## src/sv/sphist_pkg.sv

```systemverilog
package sphist_pkg;

	// Table geometry
	localparam int SPRITE_COUNT_DEF = 16;
	localparam int MAX_RESULTS      = 16;
	localparam int CNT_W            = $clog2(MAX_RESULTS + 1);

	// Field widths
	localparam int CMD_W   = 3;
	localparam int IDX_W   = 4;
	localparam int COORD_W = 8;
	localparam int PAT_W   = 8;
	localparam int ACT_W   = 2;
	localparam int CFG_W   = 8;
	localparam int REG_IDX_W = 2;
	localparam int S_DATA_W  = 32;
	localparam int M_DATA_W  = 32;

	// Command codes
	localparam logic [CMD_W-1:0] CMD_HIDE_ALL = 3'd0;
	localparam logic [CMD_W-1:0] CMD_SHOW     = 3'd1;
	localparam logic [CMD_W-1:0] CMD_HIDE_ONE = 3'd2;
	localparam logic [CMD_W-1:0] CMD_ERASE    = 3'd3;
	localparam logic [CMD_W-1:0] CMD_DRAW     = 3'd4;

	// Action codes
	localparam logic [ACT_W-1:0] ACT_ERASE      = 2'd0;
	localparam logic [ACT_W-1:0] ACT_DRAW_SMALL = 2'd1;
	localparam logic [ACT_W-1:0] ACT_DRAW_LARGE = 2'd2;

	// Register indexes
	localparam logic [REG_IDX_W-1:0] REG_RANGE_X_SMALL = 2'd0;
	localparam logic [REG_IDX_W-1:0] REG_RANGE_X_LARGE = 2'd1;
	localparam logic [REG_IDX_W-1:0] REG_RANGE_Y       = 2'd2;
	localparam logic [REG_IDX_W-1:0] REG_LARGE_START   = 2'd3;

	localparam logic [COORD_W-1:0] HIDDEN_Y = 8'he0;

	typedef struct packed {
		logic [CFG_W-1:0] range_x_small;
		logic [CFG_W-1:0] range_x_large;
		logic [CFG_W-1:0] range_y;
		logic [CFG_W-1:0] large_pattern_start;
	} cfg_t;

	localparam cfg_t CFG_RESET = '{
		range_x_small:       8'd255,
		range_x_large:       8'd255,
		range_y:             8'd224,
		large_pattern_start: 8'd128
	};

	// One table entry, kept as one memory row
	typedef struct packed {
		logic [PAT_W-1:0]   pattern;
		logic [COORD_W-1:0] cur_x;
		logic [COORD_W-1:0] cur_y;
		logic [COORD_W-1:0] mid_x;
		logic [COORD_W-1:0] mid_y;
		logic [COORD_W-1:0] old_x;
		logic [COORD_W-1:0] old_y;
	} row_t;

	localparam row_t ROW_RESET = '{
		pattern: '0,
		cur_x:   '0,
		cur_y:   HIDDEN_Y,
		mid_x:   '0,
		mid_y:   HIDDEN_Y,
		old_x:   '0,
		old_y:   HIDDEN_Y
	};

	typedef struct packed {
		logic [ACT_W-1:0]   action;
		logic [COORD_W-1:0] x;
		logic [COORD_W-1:0] y;
		logic [PAT_W-1:0]   pattern;
	} act_t;

	typedef struct packed {
		logic emit;
		act_t act;
		row_t row;
	} unit_res_t;

endpackage

```

## src/sv/sphist_ram.sv

```systemverilog
module sphist_ram #(
	parameter int WIDTH = 8,
	parameter int DEPTH = 16,
	parameter int AW    = (DEPTH > 1) ? $clog2(DEPTH) : 1
) (
	input  logic             clk,
	input  logic             we,
	input  logic [AW-1:0]    waddr,
	input  logic [WIDTH-1:0] wdata,
	input  logic [AW-1:0]    raddr,
	output logic [WIDTH-1:0] rdata
);

	logic [WIDTH-1:0] mem_q [DEPTH];

	// Write one row, read one row registered
	always_ff @(posedge clk) begin
		if (we) begin
			mem_q[waddr] <= wdata;
		end
		rdata <= mem_q[raddr];
	end

endmodule

```

## src/sv/sphist_unit.sv

```systemverilog
module sphist_unit (
	input  logic [sphist_pkg::CMD_W-1:0]   cmd,
	input  sphist_pkg::cfg_t               cfg,
	input  sphist_pkg::row_t               row,
	input  logic [sphist_pkg::COORD_W-1:0] x_pos,
	input  logic [sphist_pkg::COORD_W-1:0] y_pos,
	input  logic [sphist_pkg::PAT_W-1:0]   pattern_in,
	output sphist_pkg::unit_res_t          res
);

	import sphist_pkg::*;

	logic old_vis, mid_vis, cur_vis, is_large;

	assign old_vis  = row.old_y < cfg.range_y;
	assign mid_vis  = row.mid_y < cfg.range_y;
	assign cur_vis  = row.cur_y < cfg.range_y;
	assign is_large = row.pattern >= cfg.large_pattern_start;

	// Compare and update one entry for the current command
	always_comb begin
		res.emit = 1'b0;
		res.act  = '{action: ACT_ERASE, x: row.old_x, y: row.old_y, pattern: '0};
		res.row  = row;
		unique case (cmd)
			CMD_SHOW: begin
				res.row.cur_x   = x_pos;
				res.row.cur_y   = y_pos;
				res.row.pattern = pattern_in;
			end
			CMD_HIDE_ONE: begin
				res.row.cur_y = HIDDEN_Y;
			end
			CMD_ERASE: begin
				res.emit = old_vis && (row.old_x < cfg.range_x_small);
				if (mid_vis || old_vis) begin
					res.row.old_x = row.mid_x;
					res.row.old_y = row.mid_y;
				end
			end
			CMD_DRAW: begin
				res.act.x       = row.cur_x;
				res.act.y       = row.cur_y;
				res.act.pattern = row.pattern;
				if (is_large) begin
					res.act.action = ACT_DRAW_LARGE;
					res.emit       = cur_vis && (row.cur_x < cfg.range_x_large);
				end else begin
					res.act.action = ACT_DRAW_SMALL;
					res.emit       = cur_vis && (row.cur_x < cfg.range_x_small);
				end
				if (cur_vis || mid_vis) begin
					res.row.mid_x = row.cur_x;
					res.row.mid_y = row.cur_y;
				end
			end
			default: begin
				res.row = row;
			end
		endcase
	end

endmodule

```

## src/sv/sprite_position_history_table.sv

```systemverilog
// Sprite position history table.
// Input channel s_*: one item is a command (hide all, show, hide one, erase
// pass, draw pass) with entry index, position and pattern. Output channel
// m_*: erase and draw actions, tlast on the final action of a pass. A pass
// with nothing to emit sends no item; at most sixteen actions per pass.
// Configuration: cfg_we/cfg_index/cfg_data write the x and y limits and the
// large-pattern threshold; write only while the block is idle.
// Sequencing: hide all is done in the idle state; show and hide one read the
// row, then write it back. A pass visits every entry in turn, each a
// registered read of the row memory and then one trip through the shared
// compare/update unit, with a final flush while an action is held. s_tready
// is high only between items.
// Each action is held back until the next one is found or the pass ends, so
// tlast can be set: it moves to the output register when the next emitting
// entry is processed, or in the final flush for the last action of the pass.
// A stalled receiver holds the output register; the pass halts on an action
// it must emit while one is held, and resumes when the output frees up.
// Reset loads the default limits and marks every entry as never written,
// which reads as x zero and all y hidden; no clearing pass is needed.
module sprite_position_history_table #(
	parameter int SPRITE_COUNT = sphist_pkg::SPRITE_COUNT_DEF
) (
	input  logic                               clk,
	input  logic                               arst_n,
	// command[2:0], index[6:3], x_pos[14:7], y_pos[22:15], pattern_in[30:23]
	input  logic [sphist_pkg::S_DATA_W-1:0]    s_tdata,
	input  logic                               s_tvalid,
	output logic                               s_tready,
	// action[1:0], out_x[9:2], out_y[17:10], out_pattern[25:18]
	output logic [sphist_pkg::M_DATA_W-1:0]    m_tdata,
	output logic                               m_tlast,
	output logic                               m_tvalid,
	input  logic                               m_tready,
	input  logic                               cfg_we,
	input  logic [sphist_pkg::REG_IDX_W-1:0]   cfg_index,
	input  logic [sphist_pkg::CFG_W-1:0]       cfg_data
);

	import sphist_pkg::*;

	localparam int AW = (SPRITE_COUNT > 1) ? $clog2(SPRITE_COUNT) : 1;
	localparam logic [AW-1:0] LAST_PTR = AW'(SPRITE_COUNT - 1);

	localparam logic [1:0] ST_IDLE  = 2'd0;
	localparam logic [1:0] ST_READ  = 2'd1;
	localparam logic [1:0] ST_PROC  = 2'd2;
	localparam logic [1:0] ST_FLUSH = 2'd3;

	logic [1:0]              state_q;
	cfg_t                    cfg_q;
	logic [SPRITE_COUNT-1:0] valid_q;
	logic [SPRITE_COUNT-1:0] hide_q;
	logic [AW-1:0]           ptr_q;
	logic [CNT_W-1:0]        cnt_q;
	logic                    pend_valid_q;
	act_t                    pend_q;
	act_t                    out_q;
	logic                    out_valid_q;
	logic                    out_last_q;

	logic [CMD_W-1:0]   cmd_q;
	logic [COORD_W-1:0] x_q;
	logic [COORD_W-1:0] y_q;
	logic [PAT_W-1:0]   pat_q;

	logic [CMD_W-1:0]   in_cmd;
	logic [IDX_W-1:0]   in_idx;
	logic               in_fire;
	logic               idx_ok;
	row_t               rd_row;
	row_t               eff_row;
	unit_res_t          res;
	logic               is_pass;
	logic               take;
	logic               out_free;
	logic               stall;
	logic               wr_en;
	logic               pass_end;
	logic               out_load;

	assign in_cmd  = s_tdata[2:0];
	assign in_idx  = s_tdata[6:3];
	assign s_tready = (state_q == ST_IDLE);
	assign in_fire = s_tvalid && s_tready;
	assign idx_ok  = {3'b000, in_idx} < 7'(SPRITE_COUNT);

	// Row memory, one entry per sprite
	sphist_ram #(
		.WIDTH($bits(row_t)),
		.DEPTH(SPRITE_COUNT),
		.AW   (AW)
	) u_ram (
		.clk  (clk),
		.we   (wr_en),
		.waddr(ptr_q),
		.wdata(res.row),
		.raddr(ptr_q),
		.rdata(rd_row)
	);

	// Apply reset and hide-all marks to the row read back
	always_comb begin
		eff_row = rd_row;
		if (!valid_q[ptr_q]) begin
			eff_row = ROW_RESET;
		end else if (hide_q[ptr_q]) begin
			eff_row.cur_y = HIDDEN_Y;
			eff_row.mid_y = HIDDEN_Y;
			eff_row.old_y = HIDDEN_Y;
		end
	end

	sphist_unit u_unit (
		.cmd       (cmd_q),
		.cfg       (cfg_q),
		.row       (eff_row),
		.x_pos     (x_q),
		.y_pos     (y_q),
		.pattern_in(pat_q),
		.res       (res)
	);

	assign is_pass  = (cmd_q == CMD_ERASE) || (cmd_q == CMD_DRAW);
	assign take     = is_pass && res.emit && (cnt_q < CNT_W'(MAX_RESULTS));
	assign out_free = !out_valid_q || m_tready;
	assign stall    = take && pend_valid_q && !out_free;
	assign wr_en    = (state_q == ST_PROC) && !stall;
	assign pass_end = (cmd_q == CMD_ERASE) ? (ptr_q == LAST_PTR) : (ptr_q == '0);
	assign out_load = ((state_q == ST_PROC) && take && !stall && pend_valid_q) ||
		((state_q == ST_FLUSH) && out_free);

	// Sequence commands over the table
	always_ff @(posedge clk or negedge arst_n) begin
		if (!arst_n) begin
			state_q      <= ST_IDLE;
			cfg_q        <= CFG_RESET;
			valid_q      <= '0;
			hide_q       <= '0;
			ptr_q        <= '0;
			cnt_q        <= '0;
			pend_valid_q <= 1'b0;
			out_valid_q  <= 1'b0;
			out_last_q   <= 1'b0;
		end else begin
			if (cfg_we) begin
				unique case (cfg_index)
					REG_RANGE_X_SMALL: cfg_q.range_x_small       <= cfg_data;
					REG_RANGE_X_LARGE: cfg_q.range_x_large       <= cfg_data;
					REG_RANGE_Y:       cfg_q.range_y             <= cfg_data;
					REG_LARGE_START:   cfg_q.large_pattern_start <= cfg_data;
				endcase
			end
			if (out_valid_q && m_tready && !out_load) begin
				out_valid_q <= 1'b0;
			end
			unique case (state_q)
				ST_IDLE: begin
					if (in_fire) begin
						cnt_q <= '0;
						priority if (in_cmd == CMD_HIDE_ALL) begin
							hide_q <= '1;
						end else if (in_cmd == CMD_SHOW || in_cmd == CMD_HIDE_ONE) begin
							if (idx_ok) begin
								ptr_q   <= AW'(in_idx);
								state_q <= ST_READ;
							end
						end else if (in_cmd == CMD_ERASE) begin
							ptr_q   <= '0;
							state_q <= ST_READ;
						end else if (in_cmd == CMD_DRAW) begin
							ptr_q   <= LAST_PTR;
							state_q <= ST_READ;
						end else begin
							state_q <= ST_IDLE;
						end
					end
				end
				ST_READ: begin
					state_q <= ST_PROC;
				end
				ST_PROC: begin
					if (!stall) begin
						valid_q[ptr_q] <= 1'b1;
						hide_q[ptr_q]  <= 1'b0;
						if (take) begin
							cnt_q        <= cnt_q + 1'b1;
							pend_valid_q <= 1'b1;
							if (pend_valid_q) begin
								out_valid_q <= 1'b1;
								out_last_q  <= 1'b0;
							end
						end
						if (!is_pass) begin
							state_q <= ST_IDLE;
						end else if (pass_end) begin
							state_q <= (pend_valid_q || take) ? ST_FLUSH : ST_IDLE;
						end else begin
							ptr_q   <= (cmd_q == CMD_ERASE) ? ptr_q + 1'b1 : ptr_q - 1'b1;
							state_q <= ST_READ;
						end
					end
				end
				ST_FLUSH: begin
					if (out_free) begin
						out_valid_q  <= 1'b1;
						out_last_q   <= 1'b1;
						pend_valid_q <= 1'b0;
						state_q      <= ST_IDLE;
					end
				end
				default: begin
					state_q <= ST_IDLE;
				end
			endcase
		end
	end

	// Hold command fields and action payloads
	always_ff @(posedge clk) begin
		if (in_fire) begin
			cmd_q <= in_cmd;
			x_q   <= s_tdata[14:7];
			y_q   <= s_tdata[22:15];
			pat_q <= s_tdata[30:23];
		end
		if (state_q == ST_PROC && take && !stall) begin
			pend_q <= res.act;
			if (pend_valid_q) begin
				out_q <= pend_q;
			end
		end
		if (state_q == ST_FLUSH && out_free) begin
			out_q <= pend_q;
		end
	end

	assign m_tvalid = out_valid_q;
	assign m_tlast  = out_last_q;
	assign m_tdata  = {6'b0, out_q.pattern, out_q.y, out_q.x, out_q.action};

endmodule

```

## config.mk

```make
export PLATFORM = sky130hd
export DESIGN_NAME = sprite_position_history_table
export DESIGN_NICKNAME = d
export VERILOG_FILES = /design/src/sv/sphist_pkg.sv /design/src/sv/sphist_ram.sv /design/src/sv/sphist_unit.sv /design/src/sv/sprite_position_history_table.sv
export SDC_FILE = /design/constraint.sdc
export NUM_CORES = 1
export LEC_CHECK = 0
export BUFFER_PORTS_ARGS = -buffer_cell sky130_fd_sc_hd__buf_2
export CAP_MARGIN = 0
export CELL_PAD_IN_SITES_DETAIL_PLACEMENT = 1
export CELL_PAD_IN_SITES_GLOBAL_PLACEMENT = 1
export CORE_ASPECT_RATIO = 1.75
export CORE_MARGIN = 10
export CORE_UTILIZATION = 50
export CTS_CLUSTER_DIAMETER = 40
export DETAILED_ROUTE_END_ITERATION = 12
export GPL_TIMING_DRIVEN = 0
export HOLD_SLACK_MARGIN = 0.06
export PLACE_DENSITY = 0.79
export RECOVER_POWER = 100
export SLEW_MARGIN = 20
export SYNTH_ARGS = -nofsm -noshare
export SYNTH_HDL_FRONTEND = slang
export SYNTH_HIERARCHICAL = 1
export SYNTH_SLANG_ARGS = --single-unit
```

## constraint.sdc

```tcl
create_clock -name clk -period 10.47 [get_ports clk]
set_input_delay 2.6175 -clock clk [delete_from_list [all_inputs] [get_ports clk]]
set_output_delay 2.6175 -clock clk [all_outputs]
set_load 0.01 [all_outputs]
```

; After elaboration in Yosys (flattened, before gate mapping)
; Memories as Yosys holds them, arrays and structs flattened. A register that Yosys moved wholly into a read port is not among the register bits.
; Cells that the tools add are included.
[op_classes]
eq_ne = 25
n_mux = 74
n_bitwise = 4
reduce_logical = 47
addsub = 3
magnitude_cmp = 10
[op_table]
columns = operator, count
row1 = two-way mux 16 bit, 9
row2 = two-way mux 26 bit, 3
row3 = two-way mux 8 bit, 8
row4 = less-than comparator 8 bit, 6
row5 = two-way mux 4 bit, 9
row6 = one-hot mux 16 bit (2 select lines), 1
row7 = two-way mux 24 bit, 1
row8 = two-way mux 1 bit, 21
row9 = bitwise AND 16 bit, 1
row10 = logical AND 1 bit, 16
row11 = inverter 16 bit, 1
row12 = OR 16 bit, 1
row13 = one-hot mux 8 bit (2 select lines), 1
row14 = AND reduction 4 bit, 4
row15 = two-way mux 5 bit, 3
row16 = two-way mux 2 bit, 7
row17 = != test 2 bit (second input constant), 7
row18 = equality test 3 x 2 -> 1 bit (second input constant), 4
row19 = AND reduction 2 bit, 6
row20 = one-hot mux 5 bit (2 select lines), 1
row21 = binary-select mux 1 bit (select 4 bit), 2
row22 = equality test 2 bit (second input constant), 4
row23 = >= comparator 8 bit, 1
row24 = one-hot mux 1 bit (2 select lines), 4
row25 = 25 further kinds, 42
[word_totals]
memories = 1
in_bits = 47
ramBits = 896
regBits = 157
[memory_table]
columns = memory, words, width, read_ports, rd_ports_with_merged_regs, wr, line_no
row1 = u_ram.mem_q, 16, 56, 1, 1, 1, sphist_ram.sv:14  ; logic [WIDTH-1:0] mem_q [DEPTH];

; Depth between registers and ports, before layout
[logic_depth]
depth_word = 23
mapped_depth = 20
mapped_depth_nobuf = 17

; Cells and area by module
; The synthesis kept the hierarchy.
[by_module_without_submodules]
columns = mod, seq_area_each_um2, area_each_um2, cells_each, instances
row1 = sphist_ram, 28026.9, 34678.3, 1445, 1
row2 = sprite_position_history_table, 4349.2, 6396.1, 417, 1
row3 = sphist_unit, 0.0, 2268.4, 269, 1

; Worst setup path after synthesis
; OpenSTA, ideal clock, no wires.
[synth_path]
path_type = register to register
startpoint = register ptr_q[0]
endpoint = memory u_ram/mem_q[0][0] (netlist name) (enable)
setup_ns = 0.539
slack_ns = 2.102
synth_period_minus_slack_ns = 8.368
path_stages_with_launch = 19
arrival_ns = 7.829
cell_sequence = dfrtp_1 > buf_6 > mux4_2 > a22oi_1 > nand3_2 > clkbuf_1 > and2_1 > ha_1 > nand2_1 > o21ai_0 > a31oi_1 > o21ai_0 > mux2i_1 > o2bb2ai_1 > nand2b_1 > a21oi_4 > a31oi_4 > or3b_2 > nor3_1
[synth_lines]
columns = element, line_no
row1 = from (decl), sprite_position_history_table.sv:53  ; logic [AW-1:0] ptr_q;
row2 = from (signal assigned), sprite_position_history_table.sv:164  ; ptr_q <= AW'(in_idx);
row3 = from (signal assigned), sprite_position_history_table.sv:198  ; ptr_q <= (cmd_q == CMD_ERASE) ? ptr_q + 1'b1 : ptr_q - 1'b1;
row4 = to (decl), sphist_ram.sv:14

==> out/qor.txt <==
Post-Route WL: 121 mm
Syn. warnings: 6
Arr. time, crit path: 9.49 ns
Setup violations, final: 0
antenna violations before repair: 2
Final Util: 0.572
Setup Skew: 0.0207 ns
port buffer count: 74
Initial Util: 0.505
ys async rst share: 0.0703
commonest non-fill, non-tap cell in the layout: edfxtp_1
full die area: 99300 sq um
Worst EP required: 10.77 ns
mean post-synth cell area: 20.3 sq um
Worst Hold Class: reg2reg
row cnt: 142
area fraction of the dominant cell type after synthesis: 0.676
#FFs+latches synth: 1109
WL/cell: 33.3 um
Residual DRC: 0
most frequent cells in the layout: edfxtp_1, mux4_2, clkbuf_1
Highest Clock Rate: 0.109 GHz
max_slew headroom: -0.731
Initial DRC Count: 2507
Max FO, Critical Path: 12
Worst-path clk slew: 0.07 ns
Final ANT Viol Nets: 0
synthesized cell area: 43300 sq um
clock sink count: 1109
sequential area share after synthesis: 0.747
Final Max Slew Viols: 313
vias in the first global route: 25011
post-CTS setup repair buffer count: 0
hold_buf cts: 0
Post-synth EDFFs: 975
Primary FF master, synth: edfxtp_1
vias: 22989
Netlist cell types: 68
Final Critical Period: 9.19 ns
number of max-cap violations: 19
die height: 409 um
CP Capture Type: register
Setup WS pre-CTS: 2.43 ns
Cells after Synth: 2131
failing checks: max-capacitance violations, max-slew violations
Final Cycle Share: 0.878
vias per cell: 6.34
I/O pin cnt: 82
TritonRoute pass-1 iters: 5
post_cts resized: 0
status: finished with violations
fin worst setup slack: 1.28 ns
routability cong.: 0.864
root buf cell: clkbuf_16
maximum clock path buffer count: 3
number of H-tree levels: 3
RSZ-0062 raised after global routing: false
CTS tree: yes
chip width: 243 um
Core ar.: 85800 sq um
grt ovf: 0
share of layout cells above drive strength 1: 0.236
worst slew pin tran: 2.60 ns
maximum VDD drop: 0.153 mV
final-report hold violation count: 0
TritonCTS Buffers: 97
Total GRT Usage: 0.244
first-pass GRT wire length: 176 mm
area grow syn2layout: 13.3%
worst-skew pair later-pin latency: 0.69 ns
leak pwr: 16.6 nW
Fillers: 7400
HPWL Detailed: 80.7 mm
pwr/cell area: 267 nW/um^2
pin count of the biggest net entering global routing: 47
top area cells in the synthesized netlist: edfxtp_1, mux4_2, dfrtp_1
final net count: 2489
WS Path Type: reg2reg
cell taking the most area after synthesis: edfxtp_1
CP Launch Type: register
## routing by layer
metal,global-route usage,share of wire,up-vias
li1,-,-,9191
met1,0.272,0.34,12294
met2,0.437,0.53,1180
met3,0.0364,0.065,318
met4,0.142,0.060,6
met5,0,0.00034,-
## final timing paths
kind / end / cells past startpoint / startpoint / slack [ns]
setup reg to reg: u_ram/mem_q[9][16] / 19 / ptr_q[0] / 1.28
hold reg to reg: m_tdata[21] / 0 / pend_q[3] / 0.42
max in group asynchronous: valid_q[7] / 2 / arst_n / 4.86
setup / recovery: u_ram/mem_q[9][16] / 19 / ptr_q[0] / 1.28
hold / removal: m_tdata[21] / 0 / pend_q[3] / 0.42
min in group asynchronous: cfg_q[2] / 1 / arst_n / 2.40
## synth_stat cells (all sizes together) (5+ instances only)
cell / n
nor3b: 5
dfstp: 20
ha: 53
nand3: 8
and2: 56
mux2: 98
buf: 47
a21oi: 30
dfrtp: 58
inv: 33
a211oi: 6
nand3b: 7
o22a: 18
nand4: 5
nor2b: 13
nand2: 84
nor3: 5
nor2: 41
a22oi: 116
edfxtp: 975
dfxtp: 56
a21o: 13
mux4: 232
o21bai: 14
o21ai: 20
clkbuf: 55
nand2b: 21
## cell families after synthesis
group,Yosys count,share of synthesized area
xor gates and xnor gates,5,0.00101
adders and majority gates,54,0.0158
muxes,333,0.148
other,1,0.0000865
AOI/OAI and AO/OA,239,0.0411
DFF,1109,0.747
buffers and inverters,135,0.0167
and+or+nand+nor,255,0.0308
## worst max-delay path, cell delays in order, from the launching register on
cell	delay, ns
dfrtp_1	0.64
clkbuf_1	0.62
mux4_2	0.60
a22oi_1	0.20
nand3_1	0.58
clkbuf_1	0.50
and2_0	0.44
ha_1	0.37
nand2_1	0.05
o21ai_0	0.21
a31oi_1	0.12
o21ai_0	0.55
mux2i_1	0.22
o2bb2ai_1	0.20
nand2b_1	0.21
a21oi_1	0.22
a31oi_4	0.50
nand3b_1	0.23
nor2_1	1.39
clkbuf_1	0.90
## state kept, by name, indices dropped and copies added, names as in the netlist, 2 cells and up
signal	cells
state_q	2
u_ram/mem_q	896
x_q	8
valid_q	16
ptr_q	4
hide_q	16
cfg_q	32
cnt_q	5
m_tdata	26
pat_q	8
u_ram/rdata	56
cmd_q	3
pend_q	26
y_q	8
## power by group
part           switching (mW)  internal (mW)
Clock                    1.64           2.02
Combinational            2.34           1.27
Sequential              0.180           5.66
## cell type report
cell class / count / area, sq um / area share
sequential: 1109 / 32400 / 0.659
multi-input combinational: 892 / 10200 / 0.207
clock buffer: 129 / 2710 / 0.0552
tap: 1152 / 1440 / 0.0294
timing repair buffer: 153 / 1170 / 0.0238
buffer: 102 / 558 / 0.0114
clock inverter: 54 / 539 / 0.0110
inverter: 33 / 124 / 0.00252
antenna: 1 / 2.50 / 0.0000510
## per-stage QoR
| step | total power, mW | std cells | cell area [sq um] | hold WS (ns) | setup TNS, ns |
|---|---|---|---|---|---|
| finish | 13.1 | 3625 | 49100 | 0.416 | 0 |
| global route | 13.6 | 3624 | 49100 | 0.438 | 0 |
| CTS | 13.2 | 3623 | 49700 | 0.416 | 0 |
| detailed placement | 9.55 | 3440 | 46500 | 0.406 | 0 |
| global placement | 9.26 | 3362 | 45200 | 0.401 | -1420.27 |
| floorplan | 8.14 | 2136 | 43400 | 0.400 | 0 |
No activity file was read; power rests on OpenSTA's default activity.
